$ cat config.mk
export PLATFORM = sky130hd
export DESIGN_NAME = touch_coordinate_mapper
export DESIGN_NICKNAME = d
export VERILOG_FILES = /design/src/tcm_pkg.sv /design/src/touch_coordinate_mapper.sv /design/src/tcm_scale_in.sv /design/src/tcm_cell.sv
export SDC_FILE = /design/constraint.sdc
export NUM_CORES = 2
export LEC_CHECK = 0
export BUFFER_PORTS_ARGS = -buffer_cell sky130_fd_sc_hd__buf_2
export CAP_MARGIN = 20
export CORE_MARGIN = 4
export CORE_UTILIZATION = 40
export CTS_BUF_LIST = sky130_fd_sc_hd__clkbuf_4 sky130_fd_sc_hd__clkbuf_8
export DETAILED_ROUTE_END_ITERATION = 8
export GPL_ROUTABILITY_DRIVEN = 0
export HOLD_SLACK_MARGIN = 0.1
export PLACE_DENSITY = 0.66
export SLEW_MARGIN = 15
export SYNTH_ARGS = -nofsm -noshare
export SYNTH_HDL_FRONTEND = slang
export SYNTH_SLANG_ARGS = --single-unit
$ cat constraint.sdc
create_clock -name clk -period 29.5 [get_ports clk]
set_input_delay 4.425 -clock clk [delete_from_list [all_inputs] [get_ports clk]]
set_output_delay 4.425 -clock clk [all_outputs]
set_load 0.01 [all_outputs]
$ cat src/tcm_pkg.sv
package tcm_pkg;

  // register indexes of the configuration port
  localparam logic REG_SENSOR_MAX_X = 1'b0;
  localparam logic REG_SENSOR_MAX_Y = 1'b1;

  localparam int RAW_W     = 16;
  localparam int COORD_W   = 9;
  localparam int COUNT_W   = 4;
  localparam int IN_DATA_W  = 48;
  localparam int OUT_DATA_W = 24;

  localparam logic [COUNT_W-1:0] MIN_POINT_BYTES = 4'd5;
  localparam logic [RAW_W-1:0]   SENSOR_MAX_RST  = 16'd479;

  // control bits that travel with a word along the divider row
  typedef struct packed {
    logic valid;
    logic ok;
    logic clr;
    logic pass_x;
    logic pass_y;
  } tcm_ctl_t;

endpackage

$ cat src/touch_coordinate_mapper.sv
// touch_coordinate_mapper
//
// in_* channel: one word per touch report. in_tdata, from bit 0 up:
//   report_ready(1), touch_count(4), bytes_received(4), raw_x_coord(16),
//   raw_y_coord(16), zero fill to 48 bits.
// out_* channel: one word per report. out_tdata, from bit 0 up:
//   pressed(1), point_x(9), point_y(9), clear_status(1), zero fill to 24 bits.
// cfg_*: write port for sensor_max_x (index 0) and sensor_max_y (index 1),
//   written on any edge with cfg_we high; change them only while idle.
// path: QW being the bits of the larger panel maximum, a word taken by the
//   accepting edge loads the multiply-add stage, then passes one divider
//   cell per quotient bit, then the output register.
// throughput: one word per cycle unless the output stalls; every divider
//   cell works on a different word, so the row holds up to QW + 2 reports at once.
// reset: all valid bits clear, both sensor maxima go to 479.
// stall: while out_tvalid is high and out_tready low the whole row freezes
//   and in_tready drops; a taken output word frees the row in the same cycle.
module touch_coordinate_mapper import tcm_pkg::*; #(
  parameter int PANEL_MAX_X = 479,
  parameter int PANEL_MAX_Y = 479
) (
  input  logic                  clk,
  input  logic                  rst_n,
  // configuration
  input  logic                  cfg_we,
  input  logic                  cfg_index,
  input  logic [RAW_W-1:0]      cfg_wdata,
  // reports
  input  logic                  in_tvalid,
  output logic                  in_tready,
  input  logic [IN_DATA_W-1:0]  in_tdata,   // ready, count, bytes, raw x, raw y
  // results
  output logic                  out_tvalid,
  input  logic                  out_tready,
  output logic [OUT_DATA_W-1:0] out_tdata   // pressed, point x, point y, clear
);

  localparam int PMAX_BIG = (PANEL_MAX_X > PANEL_MAX_Y) ? PANEL_MAX_X : PANEL_MAX_Y;
  // quotient bits: the scaled value never exceeds the panel maximum
  localparam int QW = $clog2(PMAX_BIG + 1);
  localparam int XW = (QW > COORD_W) ? QW : COORD_W;

  // configuration registers
  logic [RAW_W-1:0] smax_x_r, smax_y_r;

  always_ff @(posedge clk) begin
    if (!rst_n) begin
      smax_x_r <= SENSOR_MAX_RST;
      smax_y_r <= SENSOR_MAX_RST;
    end else if (cfg_we) begin
      case (cfg_index)
        REG_SENSOR_MAX_X: smax_x_r <= cfg_wdata;
        REG_SENSOR_MAX_Y: smax_y_r <= cfg_wdata;
        default: ;
      endcase
    end
  end

  // unpack the report word
  logic               rep_ready;
  logic [COUNT_W-1:0] rep_count, rep_bytes;
  logic [RAW_W-1:0]   raw_x, raw_y;

  assign rep_ready = in_tdata[0];
  assign rep_count = in_tdata[4:1];
  assign rep_bytes = in_tdata[8:5];
  assign raw_x     = in_tdata[24:9];
  assign raw_y     = in_tdata[40:25];

  // whole row moves together; it only stops on a stalled output word
  logic en;
  logic out_valid_r;

  assign en        = !out_valid_r || out_tready;
  assign in_tready = en;

  // front stage: report checks and the multiply-add of each axis
  logic valid0_r, okb0_r, clr0_r;

  always_ff @(posedge clk) begin
    if (!rst_n) begin
      valid0_r <= 1'b0;
    end else if (en) begin
      valid0_r <= in_tvalid;
    end
  end

  always_ff @(posedge clk) begin
    if (en) begin
      okb0_r <= rep_ready && (rep_count != '0) && (rep_bytes >= MIN_POINT_BYTES);
      clr0_r <= rep_ready;
    end
  end

  logic [RAW_W-1:0] rem_x0, rem_y0;
  logic [QW-1:0]    low_x0, low_y0;
  logic             pass_x0, pass_y0, rok_x0, rok_y0;

  tcm_scale_in #(.QW(QW), .PMAX(PANEL_MAX_X)) u_scale_x (
    .clk    (clk),
    .en     (en),
    .raw    (raw_x),
    .smax   (smax_x_r),
    .rem_r  (rem_x0),
    .low_r  (low_x0),
    .pass_r (pass_x0),
    .rok_r  (rok_x0)
  );

  tcm_scale_in #(.QW(QW), .PMAX(PANEL_MAX_Y)) u_scale_y (
    .clk    (clk),
    .en     (en),
    .raw    (raw_y),
    .smax   (smax_y_r),
    .rem_r  (rem_y0),
    .low_r  (low_y0),
    .pass_r (pass_y0),
    .rok_r  (rok_y0)
  );

  // divider row: cell k produces quotient bit QW-1-k of both axes
  tcm_ctl_t         ctl_c   [0:QW];
  logic [RAW_W-1:0] rem_x_c [0:QW];
  logic [RAW_W-1:0] rem_y_c [0:QW];
  logic [QW-1:0]    low_x_c [0:QW];
  logic [QW-1:0]    low_y_c [0:QW];

  assign ctl_c[0] = '{valid:  valid0_r,
                      ok:     okb0_r && rok_x0 && rok_y0,
                      clr:    clr0_r,
                      pass_x: pass_x0,
                      pass_y: pass_y0};

  assign rem_x_c[0] = rem_x0;
  assign rem_y_c[0] = rem_y0;
  assign low_x_c[0] = low_x0;
  assign low_y_c[0] = low_y0;

  for (genvar k = 0; k < QW; k++) begin : g_cell
    tcm_cell #(.QW(QW)) u_cell (
      .clk     (clk),
      .rst_n   (rst_n),
      .en      (en),
      .div_x   (smax_x_r),
      .div_y   (smax_y_r),
      .ctl_i   (ctl_c[k]),
      .rem_x_i (rem_x_c[k]),
      .low_x_i (low_x_c[k]),
      .rem_y_i (rem_y_c[k]),
      .low_y_i (low_y_c[k]),
      .ctl_r   (ctl_c[k+1]),
      .rem_x_r (rem_x_c[k+1]),
      .low_x_r (low_x_c[k+1]),
      .rem_y_r (rem_y_c[k+1]),
      .low_y_r (low_y_c[k+1])
    );
  end

  // rotate and mirror: panel x is scaled y, panel y is max y minus scaled x
  logic [XW-1:0]      sx_w, sy_w, py_w;
  logic               press_ok;
  logic               pressed_r, clear_r;
  logic [COORD_W-1:0] point_x_r, point_y_r;

  assign sx_w     = XW'(low_x_c[QW]);
  assign sy_w     = XW'(low_y_c[QW]);
  assign py_w     = XW'(PANEL_MAX_Y) - sx_w;
  assign press_ok = ctl_c[QW].ok && (sx_w <= XW'(PANEL_MAX_Y)) &&
                    (sy_w <= XW'(PANEL_MAX_X)) &&
                    (XW'(low_x_c[QW]) <= XW'(PANEL_MAX_X)) &&
                    (XW'(low_y_c[QW]) <= XW'(PANEL_MAX_Y));

  always_ff @(posedge clk) begin
    if (!rst_n) begin
      out_valid_r <= 1'b0;
    end else if (en) begin
      out_valid_r <= ctl_c[QW].valid;
    end
  end

  always_ff @(posedge clk) begin
    if (en) begin
      pressed_r <= press_ok;
      clear_r   <= ctl_c[QW].clr;
      point_x_r <= press_ok ? sy_w[COORD_W-1:0] : '0;
      point_y_r <= press_ok ? py_w[COORD_W-1:0] : '0;
    end
  end

  assign out_tvalid = out_valid_r;
  assign out_tdata  = {4'b0000, clear_r, point_y_r, point_x_r, pressed_r};

  // a press always comes from a ready report
  a_press_needs_ready: assert property (@(posedge clk) disable iff (!rst_n)
    out_valid_r && pressed_r |-> clear_r)
    else $error("press without ready flag");

  // released words carry zero coordinates
  a_release_zero: assert property (@(posedge clk) disable iff (!rst_n)
    out_valid_r && !pressed_r |-> (point_x_r == '0) && (point_y_r == '0))
    else $error("released word with nonzero point");

  // right after reset neither the first divider cell nor the output holds a valid word
  a_first_after_reset: assert property (@(posedge clk) disable iff (!rst_n)
    $past(!rst_n) |-> !out_valid_r && !ctl_c[1].valid)
    else $error("valid word right after reset");

endmodule

$ cat src/tcm_scale_in.sv
module tcm_scale_in import tcm_pkg::*; #(
  parameter int QW   = 9,
  parameter int PMAX = 479
) (
  input  logic             clk,
  input  logic             en,
  input  logic [RAW_W-1:0] raw,
  input  logic [RAW_W-1:0] smax,
  output logic [RAW_W-1:0] rem_r,
  output logic [QW-1:0]    low_r,
  output logic             pass_r,
  output logic             rok_r
);

  localparam int NW = RAW_W + QW + 1;

  logic [NW-1:0]    num;
  logic             pass;
  logic             rok;
  logic [RAW_W-1:0] rem_nxt;
  logic [QW-1:0]    low_nxt;

  // numerator of the rounded division: raw * pmax + smax / 2
  assign num  = NW'(raw) * NW'(PMAX) + NW'(smax >> 1);
  assign pass = (smax == '0);
  assign rok  = pass ? (NW'(raw) <= NW'(PMAX)) : (raw <= smax);

  always_comb begin
    rem_nxt = num[QW +: RAW_W];
    low_nxt = pass ? raw[QW-1:0] : num[QW-1:0];
  end

  always_ff @(posedge clk) begin
    if (en) begin
      rem_r  <= rem_nxt;
      low_r  <= low_nxt;
      pass_r <= pass;
      rok_r  <= rok;
    end
  end

endmodule

$ cat src/tcm_cell.sv
module tcm_cell import tcm_pkg::*; #(
  parameter int QW = 9
) (
  input  logic             clk,
  input  logic             rst_n,
  input  logic             en,
  input  logic [RAW_W-1:0] div_x,
  input  logic [RAW_W-1:0] div_y,
  input  tcm_ctl_t         ctl_i,
  input  logic [RAW_W-1:0] rem_x_i,
  input  logic [QW-1:0]    low_x_i,
  input  logic [RAW_W-1:0] rem_y_i,
  input  logic [QW-1:0]    low_y_i,
  output tcm_ctl_t         ctl_r,
  output logic [RAW_W-1:0] rem_x_r,
  output logic [QW-1:0]    low_x_r,
  output logic [RAW_W-1:0] rem_y_r,
  output logic [QW-1:0]    low_y_r
);

  logic [RAW_W:0]   trial_x, trial_y;
  logic [RAW_W-1:0] rem_x_nxt, rem_y_nxt;
  logic [QW-1:0]    low_x_nxt, low_y_nxt;
  tcm_ctl_t         ctl_nxt;

  // one restoring step per axis: shift in the next numerator bit, subtract if it fits
  assign trial_x = {rem_x_i, low_x_i[QW-1]};
  assign trial_y = {rem_y_i, low_y_i[QW-1]};

  always_comb begin
    ctl_nxt = ctl_i;
    if (ctl_i.pass_x) begin
      rem_x_nxt = rem_x_i;
      low_x_nxt = low_x_i;
    end else if (trial_x >= {1'b0, div_x}) begin
      rem_x_nxt = RAW_W'(trial_x - {1'b0, div_x});
      low_x_nxt = QW'({low_x_i, 1'b1});
    end else begin
      rem_x_nxt = trial_x[RAW_W-1:0];
      low_x_nxt = QW'({low_x_i, 1'b0});
    end
    if (ctl_i.pass_y) begin
      rem_y_nxt = rem_y_i;
      low_y_nxt = low_y_i;
    end else if (trial_y >= {1'b0, div_y}) begin
      rem_y_nxt = RAW_W'(trial_y - {1'b0, div_y});
      low_y_nxt = QW'({low_y_i, 1'b1});
    end else begin
      rem_y_nxt = trial_y[RAW_W-1:0];
      low_y_nxt = QW'({low_y_i, 1'b0});
    end
  end

  always_ff @(posedge clk) begin
    if (!rst_n) begin
      ctl_r.valid <= 1'b0;
    end else if (en) begin
      ctl_r.valid <= ctl_nxt.valid;
    end
    if (en) begin
      ctl_r.ok     <= ctl_nxt.ok;
      ctl_r.clr    <= ctl_nxt.clr;
      ctl_r.pass_x <= ctl_nxt.pass_x;
      ctl_r.pass_y <= ctl_nxt.pass_y;
      rem_x_r      <= rem_x_nxt;
      low_x_r      <= low_x_nxt;
      rem_y_r      <= rem_y_nxt;
      low_y_r      <= low_y_nxt;
    end
  end

endmodule

==> flow_metrics.env <==
export IMPL_status="finished, final reports clean"
export IMPL_initialDrtViolationCount=2213
export IMPL_total_power_w=0.00594
export IMPL_pre_cts_ws_ns=19.16
export IMPL_wl_um=107000
export IMPL_viasPerCell=5.38
export IMPL_syn_area_per_cell_um2=10.2
export IMPL_finalHoldViolCount=0
export IMPL_synth_cells=4559
export IMPL_grt_busiest_layer="met2"
export IMPL_critPathRequiredTime_ns=25.08
export IMPL_fin_skew_ns=0.0552
export IMPL_cts_hold_buf=0
export IMPL_crit_buf_inv=4
export IMPL_ctsResizeCount=0
export IMPL_synth_edf_count=528
export IMPL_clock_sinks=571
export IMPL_ys_ff_latch=571
export IMPL_slowest_delay_ns=0.36
export IMPL_min_path_type="reg -> reg"
export IMPL_via_count=33734
export IMPL_first_global_vias=32781
export IMPL_clockBufferDepth=3
export IMPL_die_x_um=348
export IMPL_cts_buffers=99
export IMPL_rsz0062_at_grt="false"
export IMPL_tightest_slew_ns=1.05
export IMPL_grt_pass1_wl_um=171000
export IMPL_initial_core_util_pct=40.4
export IMPL_drv_slew=0
export IMPL_rows=124
export IMPL_firstDrtPassIters=6
export IMPL_cp_top_family="buffers and inverters"
export IMPL_overflow=0
export IMPL_worstPathMaxFanout=68
export IMPL_drive_above_1_share_pct=11.8
export IMPL_grt_use_total_pct=17.4
export IMPL_wl_per_cell_um=17.0
export IMPL_multiInputGateArea_um2=27400
export IMPL_path_cells="buf_2, nor2b_1, buf_4, inv_8, buf_2"
export IMPL_arrival_ns=5.39
export IMPL_tns_ns=0
export IMPL_yosysUniqueCellTypes=79
export IMPL_fmax_ghz=0.102
export IMPL_fin_nets=5390
export IMPL_fillCellCount=10848
export IMPL_syn_area_um2=46300
export IMPL_cp_end_kind="primary output"
export IMPL_core_area_um2=115000
export IMPL_cts_tree="yes"
export IMPL_die_y_um=348
export IMPL_async_flop_share_pct=0
export IMPL_cts_htree_levels=3
export IMPL_relSlewSlack_pct=30.2
export IMPL_period_minus_slack_ns=9.81
export IMPL_critPathKind="in -> out"
export IMPL_cap_violations=0
export IMPL_met2_usage_pct=28.9
export IMPL_drcViolationCount=0
export IMPL_clk_latency_ns=0.75
export IMPL_detail_route_antenna_nets=0
export IMPL_finalWorstSetupSlack_ns=19.69
export IMPL_fin_crit_sh_pct=33.3
export IMPL_cts_reportedPaths_clkPinSlew_ns=0.06
export IMPL_utilization_pct=44.1
export IMPL_grt_use_met3_pct=3.79
export IMPL_cellLeakagePower_nw=21.0
export IMPL_yosysSeqAreaShare_pct=36.1
export IMPL_crit_top_cell="buf_2"
export IMPL_cpMaxStageDelayCell="inv_8"
export IMPL_met1_usage_pct=23.1
export IMPL_synth_warnings=0
export IMPL_areaGrowthSynthToFinish_pct=9.25
export IMPL_io_buffer_count=84
export IMPL_ys_flop_type="edfxtp_1"
export IMPL_antenna_found_initial=19
export IMPL_cp_start_kind="input pin"
export IMPL_powerDensity_nw_per_um2=117
export IMPL_ir_worst_vdd_uv=69.7
export IMPL_seq_area_um2=16700
export IMPL_setup_viol=0
export IMPL_ios=96
export IMPL_grt_max_degree=84
export IMPL_hold_slack_ns=0.395
export IMPL_cts_root_buffer="clkbuf_8"
export IMPL_dp_hpwl_um=81000
export IMPL_post_cts_setup_buffer_count=0
export IMPL_dieArea_um2=121000
-- worst paths after layout --
path	startpoint	endpoint	slack (ns)	cells after the start
max	out_tready	in_tready	19.69	5
min	g_cell[8].u_cell.ctl_r[2]	clear_r	0.40	0
max reg2reg	out_tvalid	g_cell[5].u_cell.rem_x_r[7]	24.71	7
min reg2reg	g_cell[8].u_cell.ctl_r[2]	clear_r	0.40	0
-- metrics by stage --
step / cells / area, um2
2_1_floorplan: 4562 / 46300
3_3_place_gp: 6067 / 48500
3_5_place_dp: 6068 / 48500
4_1_cts: 6250 / 50500
5_1_grt: 6256 / 50600
6_report: 6265 / 50600
-- report_power, final --
part           leakage, nW  switching [W]  internal (W)
combinational         14.1        0.00189       0.00162
clock                 1.07       0.000339      0.000398
sequential            5.92       0.000233       0.00146
total                 21.0        0.00246       0.00348
-- cell usage in the layout, fill, tap and decap left out, types with 48 or more instances in the layout --
cell	netlist	final
a21oi_1	256	256
nand2_1	398	398
clkbuf_8	0	106
buf_2	20	84
nand4_1	55	55
a21o_1	102	102
o311ai_0	48	48
ha_1	486	486
nand3b_1	55	55
nand2b_1	48	48
inv_1	429	428
buf_4	8	56
o21ai_0	285	284
nor2_1	251	251
fa_1	176	176
edfxtp_1	528	528
nand3_1	60	60
o21a_1	54	54
mux2_2	219	219
xnor2_1	136	136
nor3_1	72	72
nor2b_1	69	68
xor2_1	94	94
mux2i_1	83	83
-- area by class of cell --
type | instances | share of cell area (%)
diodes | 14 | 0.0693
clock buffers | 130 | 3.24
clock inverters | 52 | 0.705
inverters | 429 | 3.20
multi-input cells | 3415 | 54.3
flip-flops and latches | 571 | 33.0
well taps | 1512 | 3.74
repair buffers | 142 | 1.75
-- layer usage --
metal,share of wire [%],up-vias
met5,0.051,-
met4,2.4,8
met3,6.5,173
met2,46,748
met1,45,15984
li1,-,16821
-- state kept, by name (all words and copies together), names as in the netlist, 9 cells and up --
| signal | count |
|---|---|
| g_cell.u_cell.rem_y_r | 128 |
| smax_x_r | 16 |
| u_scale_y.low_r | 9 |
| g_cell.u_cell.rem_x_r | 128 |
| g_cell.u_cell.low_y_r | 81 |
| point_x_r | 9 |
| g_cell.u_cell.ctl_r | 43 |
| g_cell.u_cell.low_x_r | 81 |
| u_scale_x.low_r | 9 |
| u_scale_y.rem_r | 16 |
| u_scale_x.rem_r | 16 |
| smax_y_r | 16 |
| point_y_r | 9 |
-- cells in the mapped netlist, drive strengths merged (9+ instances only) --
cell type,n,area (um2)
edfxtp,528,15900
ha,486,6080
inv,429,1610
nand2,398,1490
o21ai,290,1450
a21oi,258,1300
nor2,252,948
mux2,219,2470
fa,176,3520
xnor2,136,1190
clkbuf,110,413
a21o,102,766
xor2,94,823
mux2i,83,831
nor3,72,360
nor2b,69,432
nand3,60,300
nand3b,55,413
nand4,55,344
o21a,54,405
o311ai,49,429
nand2b,48,300
a21boi,46,345
dfxtp,43,861
buf,37,194
a31oi,34,213
o211ai,31,233
a211oi,27,203
a221o,24,240
nor4,24,150
or3,24,150
nor3b,22,165
o21bai,21,158
and2,20,125
o31ai,20,150
and3,17,106
a221oi,15,131
or2,15,93.8
o31a,13,114
a2111oi,10,106
a211o,9,78.8
-- logic make-up (layout without fill, tap and decap cells) --
kind of cell	Yosys count	after routing	share of synthesized area (%)
and+or+nand+nor	1154	1154	12.1
AOI/OAI and AO/OA	1063	1063	14.8
adders and majority gates	662	662	20.7
buffers and inverters	576	753	4.79
DFF	571	571	36.1
muxes	302	302	7.12
xor gates and xnor gates	230	230	4.35
other	1	18	0.00810
(Power assumes the default switching activity.)
